**src/rtl/core/lvfc_pkg.sv**
```systemverilog
`default_nettype none

package lvfc_pkg;

	// Opacity limits and the default fade length in frames
	localparam int ALPHA_MAX       = 31;
	localparam int FADE_FRAMES_DEF = 90;

	localparam int ALPHA_W = 5;
	localparam int COUNT_W = 7;
	localparam int SLOT_W  = 3;
	localparam int MASK_W  = 8;
	localparam int STATE_W = 2;

	// Fade state codes on the result
	localparam logic [STATE_W-1:0] FADE_IDLE = 2'd0;
	localparam logic [STATE_W-1:0] FADE_IN   = 2'd1;
	localparam logic [STATE_W-1:0] FADE_OUT  = 2'd2;

	typedef struct packed {
		logic [SLOT_W-1:0] time_slot;
		logic              hide_request;
	} lvfc_in_t;

	typedef struct packed {
		logic [ALPHA_W-1:0] layer_alpha;
		logic [STATE_W-1:0] fade_state;
		logic [COUNT_W-1:0] frames_left;
	} lvfc_out_t;

	// Persistent fade state carried from frame to frame
	typedef struct packed {
		logic [ALPHA_W-1:0] alpha;
		logic [COUNT_W-1:0] count;
		logic               fade_in;
		logic               fade_out;
		logic [SLOT_W-1:0]  last_slot;
		logic               last_hide;
		logic               first;
	} lvfc_state_t;

	localparam lvfc_state_t STATE_RESET = '{
		alpha:     ALPHA_W'(ALPHA_MAX),
		count:     '0,
		fade_in:   1'b0,
		fade_out:  1'b0,
		last_slot: '0,
		last_hide: 1'b0,
		first:     1'b1
	};

endpackage

`default_nettype wire

```
**src/rtl/core/lvfc_step.sv**
```systemverilog
`default_nettype none

// Next-state and result logic for one frame tick
module lvfc_step #(
	parameter int FADE_FRAMES = lvfc_pkg::FADE_FRAMES_DEF
) (
	input  wire  lvfc_pkg::lvfc_state_t                cur,
	input  wire  logic [lvfc_pkg::MASK_W-1:0]          mask,
	input  wire  lvfc_pkg::lvfc_in_t                   item,
	output lvfc_pkg::lvfc_state_t                      nxt,
	output lvfc_pkg::lvfc_out_t                        result
);

	localparam int AlphaMax   = lvfc_pkg::ALPHA_MAX;
	localparam int LoadDepth  = 2 ** lvfc_pkg::ALPHA_W;
	localparam int CountDepth = 2 ** lvfc_pkg::COUNT_W;

	// Constant tables, built at elaboration
	logic [lvfc_pkg::COUNT_W-1:0] load_tbl [LoadDepth];
	logic [lvfc_pkg::ALPHA_W-1:0] in_tbl   [CountDepth];
	logic [lvfc_pkg::ALPHA_W-1:0] out_tbl  [CountDepth];

	for (genvar i = 0; i < LoadDepth; i++) begin : g_load
		localparam int Span = (i > AlphaMax) ? AlphaMax : i;
		assign load_tbl[i] = lvfc_pkg::COUNT_W'((FADE_FRAMES * Span) / AlphaMax);
	end

	for (genvar i = 0; i < CountDepth; i++) begin : g_alpha
		localparam int T = (i > FADE_FRAMES) ? FADE_FRAMES : i;
		assign in_tbl[i]  = lvfc_pkg::ALPHA_W'((AlphaMax * (FADE_FRAMES - T)) / FADE_FRAMES);
		assign out_tbl[i] = lvfc_pkg::ALPHA_W'((AlphaMax * T) / FADE_FRAMES);
	end

	logic                          dir_slot;
	logic [lvfc_pkg::ALPHA_W-1:0]  span_slot;
	logic [lvfc_pkg::ALPHA_W-1:0]  span_hide;
	logic [lvfc_pkg::COUNT_W-1:0]  load_slot;
	logic [lvfc_pkg::COUNT_W-1:0]  load_hide;
	lvfc_pkg::lvfc_state_t         st1;
	lvfc_pkg::lvfc_state_t         st2;
	lvfc_pkg::lvfc_state_t         st3;

	// Fade start loads; alpha only moves in the advance step
	assign dir_slot  = mask[item.time_slot];
	assign span_slot = dir_slot ? cur.alpha : (lvfc_pkg::ALPHA_W'(AlphaMax) - cur.alpha);
	assign span_hide = item.hide_request ? cur.alpha
		: (lvfc_pkg::ALPHA_W'(AlphaMax) - cur.alpha);
	assign load_slot = load_tbl[span_slot];
	assign load_hide = load_tbl[span_hide];

	always_comb begin
		// time-of-day check
		st1 = cur;
		if (mask != '0) begin
			if ((item.time_slot != cur.last_slot) || cur.first) begin
				st1.count = load_slot;
				if (load_slot != '0) begin
					st1.fade_out = dir_slot;
					st1.fade_in  = !dir_slot;
				end
				if (cur.first) begin
					st1.count = lvfc_pkg::COUNT_W'(1);
					st1.first = 1'b0;
				end
			end
			st1.last_slot = item.time_slot;
		end

		// hide request check
		st2 = st1;
		if ((item.hide_request != st1.last_hide) || st1.first) begin
			st2.count = load_hide;
			if (load_hide != '0) begin
				st2.fade_out = item.hide_request;
				st2.fade_in  = !item.hide_request;
			end
			if (st1.first) begin
				st2.count = lvfc_pkg::COUNT_W'(1);
				st2.first = 1'b0;
			end
		end
		st2.last_hide = item.hide_request;

		// fade advance, countdown saturates at zero
		st3 = st2;
		if (st2.fade_in || st2.fade_out) begin
			if (st2.count != '0) begin
				st3.count = st2.count - lvfc_pkg::COUNT_W'(1);
			end
			st3.alpha = st2.fade_in ? in_tbl[st3.count] : out_tbl[st3.count];
			if (st3.count == '0) begin
				st3.fade_in  = 1'b0;
				st3.fade_out = 1'b0;
			end
		end
	end

	assign nxt = st3;

	assign result.layer_alpha = st3.alpha;
	assign result.fade_state  = st3.fade_in ? lvfc_pkg::FADE_IN
		: (st3.fade_out ? lvfc_pkg::FADE_OUT : lvfc_pkg::FADE_IDLE);
	assign result.frames_left = st3.count;

endmodule

`default_nettype wire

```
**src/rtl/core/layer_visibility_fade_controller.sv**
```systemverilog
`default_nettype none

// Channel   Direction  Payload      Transfer when
// in        input      lvfc_in_t    in_valid  && !in_stall
// out       output     lvfc_out_t   out_valid && !out_stall
// cfg       input      mask, 8 bit  cfg_we
//
// The result passes the input register, then the result register; one tick per cycle sustained while out_stall is low.
// The frame tick is registered at the input, then the whole update runs in one
// combinational pass into the state and result registers.
// Reset restores full opacity, idle fade, mask zero and the first-frame mark.
// A stalled output holds its result; the input stage still drains into it once taken.
module layer_visibility_fade_controller #(
	parameter int FADE_FRAMES = lvfc_pkg::FADE_FRAMES_DEF
) (
	input  wire  logic                          clk,
	input  wire  logic                          arst_n,
	input  wire  logic                          cfg_we,
	input  wire  logic [lvfc_pkg::MASK_W-1:0]   cfg_wdata,
	input  wire  logic                          in_valid,
	output logic                                in_stall,
	input  wire  lvfc_pkg::lvfc_in_t            in_data,
	output logic                                out_valid,
	input  wire  logic                          out_stall,
	output lvfc_pkg::lvfc_out_t                 out_data
);

	logic                         valid_s1;
	lvfc_pkg::lvfc_in_t           data_s1;
	logic [lvfc_pkg::MASK_W-1:0]  mask_q;
	lvfc_pkg::lvfc_state_t        state_q;
	lvfc_pkg::lvfc_state_t        state_nxt;
	lvfc_pkg::lvfc_out_t          result;
	logic                         out_valid_q;
	lvfc_pkg::lvfc_out_t          out_data_q;
	logic                         advance;

	// Stage 1 moves on when the result register is free or being emptied
	assign advance  = valid_s1 && (!out_valid_q || !out_stall);
	assign in_stall = valid_s1 && !advance;

	// Configuration register
	always_ff @(posedge clk or negedge arst_n) begin
		if (!arst_n) begin
			mask_q <= '0;
		end else if (cfg_we) begin
			mask_q <= cfg_wdata;
		end
	end

	// Input register
	always_ff @(posedge clk or negedge arst_n) begin
		if (!arst_n) begin
			valid_s1 <= 1'b0;
		end else if (!in_stall) begin
			valid_s1 <= in_valid;
		end
	end

	always_ff @(posedge clk) begin
		if (in_valid && !in_stall) begin
			data_s1 <= in_data;
		end
	end

	lvfc_step #(
		.FADE_FRAMES(FADE_FRAMES)
	) u_step (
		.cur    (state_q),
		.mask   (mask_q),
		.item   (data_s1),
		.nxt    (state_nxt),
		.result (result)
	);

	// Fade state, updated once per transferred tick
	always_ff @(posedge clk or negedge arst_n) begin
		if (!arst_n) begin
			state_q <= lvfc_pkg::STATE_RESET;
		end else if (advance) begin
			state_q <= state_nxt;
		end
	end

	// Result register
	always_ff @(posedge clk or negedge arst_n) begin
		if (!arst_n) begin
			out_valid_q <= 1'b0;
		end else if (advance) begin
			out_valid_q <= 1'b1;
		end else if (!out_stall) begin
			out_valid_q <= 1'b0;
		end
	end

	always_ff @(posedge clk) begin
		if (advance) begin
			out_data_q <= result;
		end
	end

	assign out_valid = out_valid_q;
	assign out_data  = out_data_q;

endmodule

`default_nettype wire
```
**config.mk**
```make
export PLATFORM = sky130hd
export DESIGN_NAME = layer_visibility_fade_controller
export DESIGN_NICKNAME = d
export VERILOG_FILES = /design/src/rtl/core/lvfc_pkg.sv /design/src/rtl/core/lvfc_step.sv /design/src/rtl/core/layer_visibility_fade_controller.sv
export SDC_FILE = /design/constraint.sdc
export NUM_CORES = 1
export LEC_CHECK = 0
export ABC_AREA = 0
export BUFFER_PORTS_ARGS = -buffer_cell sky130_fd_sc_hd__buf_2
export CAP_MARGIN = 25
export CORE_UTILIZATION = 44
export CTS_CLUSTER_SIZE = 14
export DETAILED_ROUTE_END_ITERATION = 7
export PLACE_DENSITY = 0.72
export SLEW_MARGIN = 20
export SYNTH_ARGS = -nofsm -noshare
export SYNTH_HDL_FRONTEND = slang
export SYNTH_SLANG_ARGS = --single-unit
```
**constraint.sdc**
```tcl
create_clock -name clk -period 6.62 [get_ports clk]
set_input_delay 0.993 -clock clk [delete_from_list [all_inputs] [get_ports clk]]
set_output_delay 0.993 -clock clk [all_outputs]
set_load 0.02 [all_outputs]
```
==> results.md <==
* Status: finished, final reports clean
* Vias per cell at 6.87
* Ys flop type: dfrtp_1
* Yosys top cell area share at 0.117
* Endpoint type of the worst setup path: register
* Final setup TNS at 0 ns
* Nets@finish at 618
* Top post-synthesis cells by count: nor2_1 (45), nand2_1 (44), a21oi_1 (43)
* Maximum clock frequency at 0.167 GHz
* Sink Count at 47
* Max cap viols at 0
* Yosys warning count at 0
* Worst Slack Setup Final at 0.642 ns
* Largest net degree at the start of global routing at 34
* Post-CTS Setup Bufs at 0
* Drt wl/cell at 20.6 µm
* Worst-Skew Late Latency at 0.29 ns
* Die Ht at 108 µm
* Max-slew violation count at 0
* Hold Vio Cnt, Final at 0
* Number of cell rows at 38
* Mapped Cells at 587
* Period minus WS final at 5.98 ns
* Die Wd at 108 µm
* Initial core utilization at 0.452
* Least-Margin Pin Slew at 0.927 ns
* Register area share after synthesis at 0.260
* Crit-path max FO at 11
* GRT Overall Usage at 0.268
* CTS tree: built
* Post-synth top area cell: dfrtp_1
* Syn Area/Cell at 8.36 µm²
* Die area at 0.0116 mm²
* Area contributors post-synth: dfrtp_1 (12%), edfxtp_1 (11%), mux2_2 (5.3%)
* Clk pin slew, worst setup/hold paths at 0.09 ns
* Final setup fails at 0
* CTS Hold Buffers Added at 0
* Core ar. at 0.0108 mm²
* Final period utilization at 0.903
* Netlist cell types at 89
* HPWL Detailed at 11.1 mm
* RSZ-0062 raised after global routing: false
* Post_cts resized at 0
* Root buf cell: clkbuf_8
* RePlAce Congestion at 0.982
* Worst Setup Start Kind: register
* Routed Antenna Nets at 0
* Fill cells at 1037
* Relative slew slack at 0.380
* PortBufs at 32
* Num CTS Buffers at 5
* EDFF count, synth at 18
* # diodes at 0
* WS Path Type: reg -> reg
* Clock tree buffer depth at 2
* Worst Hold Class: reg -> reg
* Layout cells sized above 1 at 0.189
* Syn-to-layout area delta at 5.38%
* Req. time, crit path at 6.67 ns
* Setup WS pre-CTS at 0.741 ns
* Total wire length at 15.1 mm
* H-tree levels at 2
* Initial antenna violation count at 0
* Most common cell in the netlist: nor2_1
* Crit path arrival time at 6.03 ns
* Seq cells post-synth at 47
* Ports at 33
* Vias in the first global route at 4695
* Clock Skew at 0.00500 ns
* Mapped cell area at 0.00490 mm²
* Initial DRC count at 600
* TritonRoute pass-1 iters at 6
* Ys async rst share at 0.617
* First-pass GRT wire length at 24.6 mm
* Post-route DRC at 0
* Post-Syn Nets at 614
* Gr ovfl total at 0
* Vias at 5026
==> cell type report <==
type                       instances  area [µm²]  area share
clock buffer                       6        82.6      0.0160
clock inverter                     2        16.3     0.00315
inverter                          18        67.6      0.0131
multi-input combinational        476        3310       0.641
sequential                        47        1270       0.246
tap                              140         175      0.0339
timing repair buffer              43         243      0.0470
==> worst max-delay path, cell delays in order (launching register included) <==
cell and delay [ns]:
edfxtp_1 0.56, xnor2_1 0.37, inv_1 0.13, ha_1 0.24, nand2b_1 0.17, o211ai_1 0.14, a21oi_1 0.09, a221oi_1 0.29
o211a_1 0.26, and2_1 0.23, ha_1 0.43, nand2_1 0.11, or2_1 0.34, nor4_4 0.53, xnor2_1 0.23, inv_1 0.12
ha_1 0.31, o21ai_0 0.12, or4_1 0.41, a31oi_1 0.20, o211ai_1 0.15, mux2_2 0.28
==> through the flow <==
stage	instance area, µm²	hold slack, ns	util	cells
finish	5170	0.506	0.477	732
detailed placement	5070	0.482	0.468	724
global route	5170	0.534	0.477	732
CTS	5170	0.507	0.477	732
global placement	5070	0.473	0.468	724
floorplan	4900	0.457	-	587
==> routing by layer <==
metal  vias up  global-route usage  part of all wire
li1       2262                   -                 -
met1      2380               0.372              0.42
met2       334               0.413              0.44
met3        50              0.0496              0.10
met4         0               0.101             0.033
met5         -                   0                 0
==> final timing paths <==
check,end,depth (start not counted),slack [ns],start
setup / recovery,out_data[11],21,0.64,data_s1[0]
max in group asynchronous,state_q[8],1,5.48,arst_n
hold reg to reg,out_valid,1,0.51,valid_s1
min in group asynchronous,mask_q[1],1,0.72,arst_n
hold / removal,out_valid,1,0.51,valid_s1
setup reg to reg,out_data[11],21,0.64,data_s1[0]
==> flip-flops by register name (all words and copies together) (netlist names) <==
signal	count
valid_s1	1
out_data	14
mask_q	8
state_q	19
data_s1	4
out_valid	1
==> logic make-up (layout without fill, tap and decap cells) <==
| logic type | count (synthesis) | in the layout | share of synthesized area |
|---|---|---|---|
| adder cells (fa/ha/maj) | 10 | 10 | 0.0255 |
| buffers and inverters | 64 | 69 | 0.0653 |
| XOR/XNOR | 12 | 12 | 0.0214 |
| flip-flops | 47 | 47 | 0.260 |
| AND/OR/NAND/NOR | 210 | 210 | 0.226 |
| AO/OA/AOI/OAI | 207 | 207 | 0.313 |
| multiplexers | 37 | 37 | 0.0895 |
==> cell usage in the layout (no fill, tap or decap), types with 14 or more instances in the layout <==
master and instances:
a21oi_1 43, a31oi_1 14, buf_2 32, dfrtp_1 23, edfxtp_1 18, inv_1 15
mux2_2 23, nand2_1 44, nand2b_1 15, nand3_1 19, nor2_1 45, nor3_1 18
o21ai_0 19
Power is not shown: default switching activity piles up to over one toggle a cycle in this logic, so the estimate is an artifact.
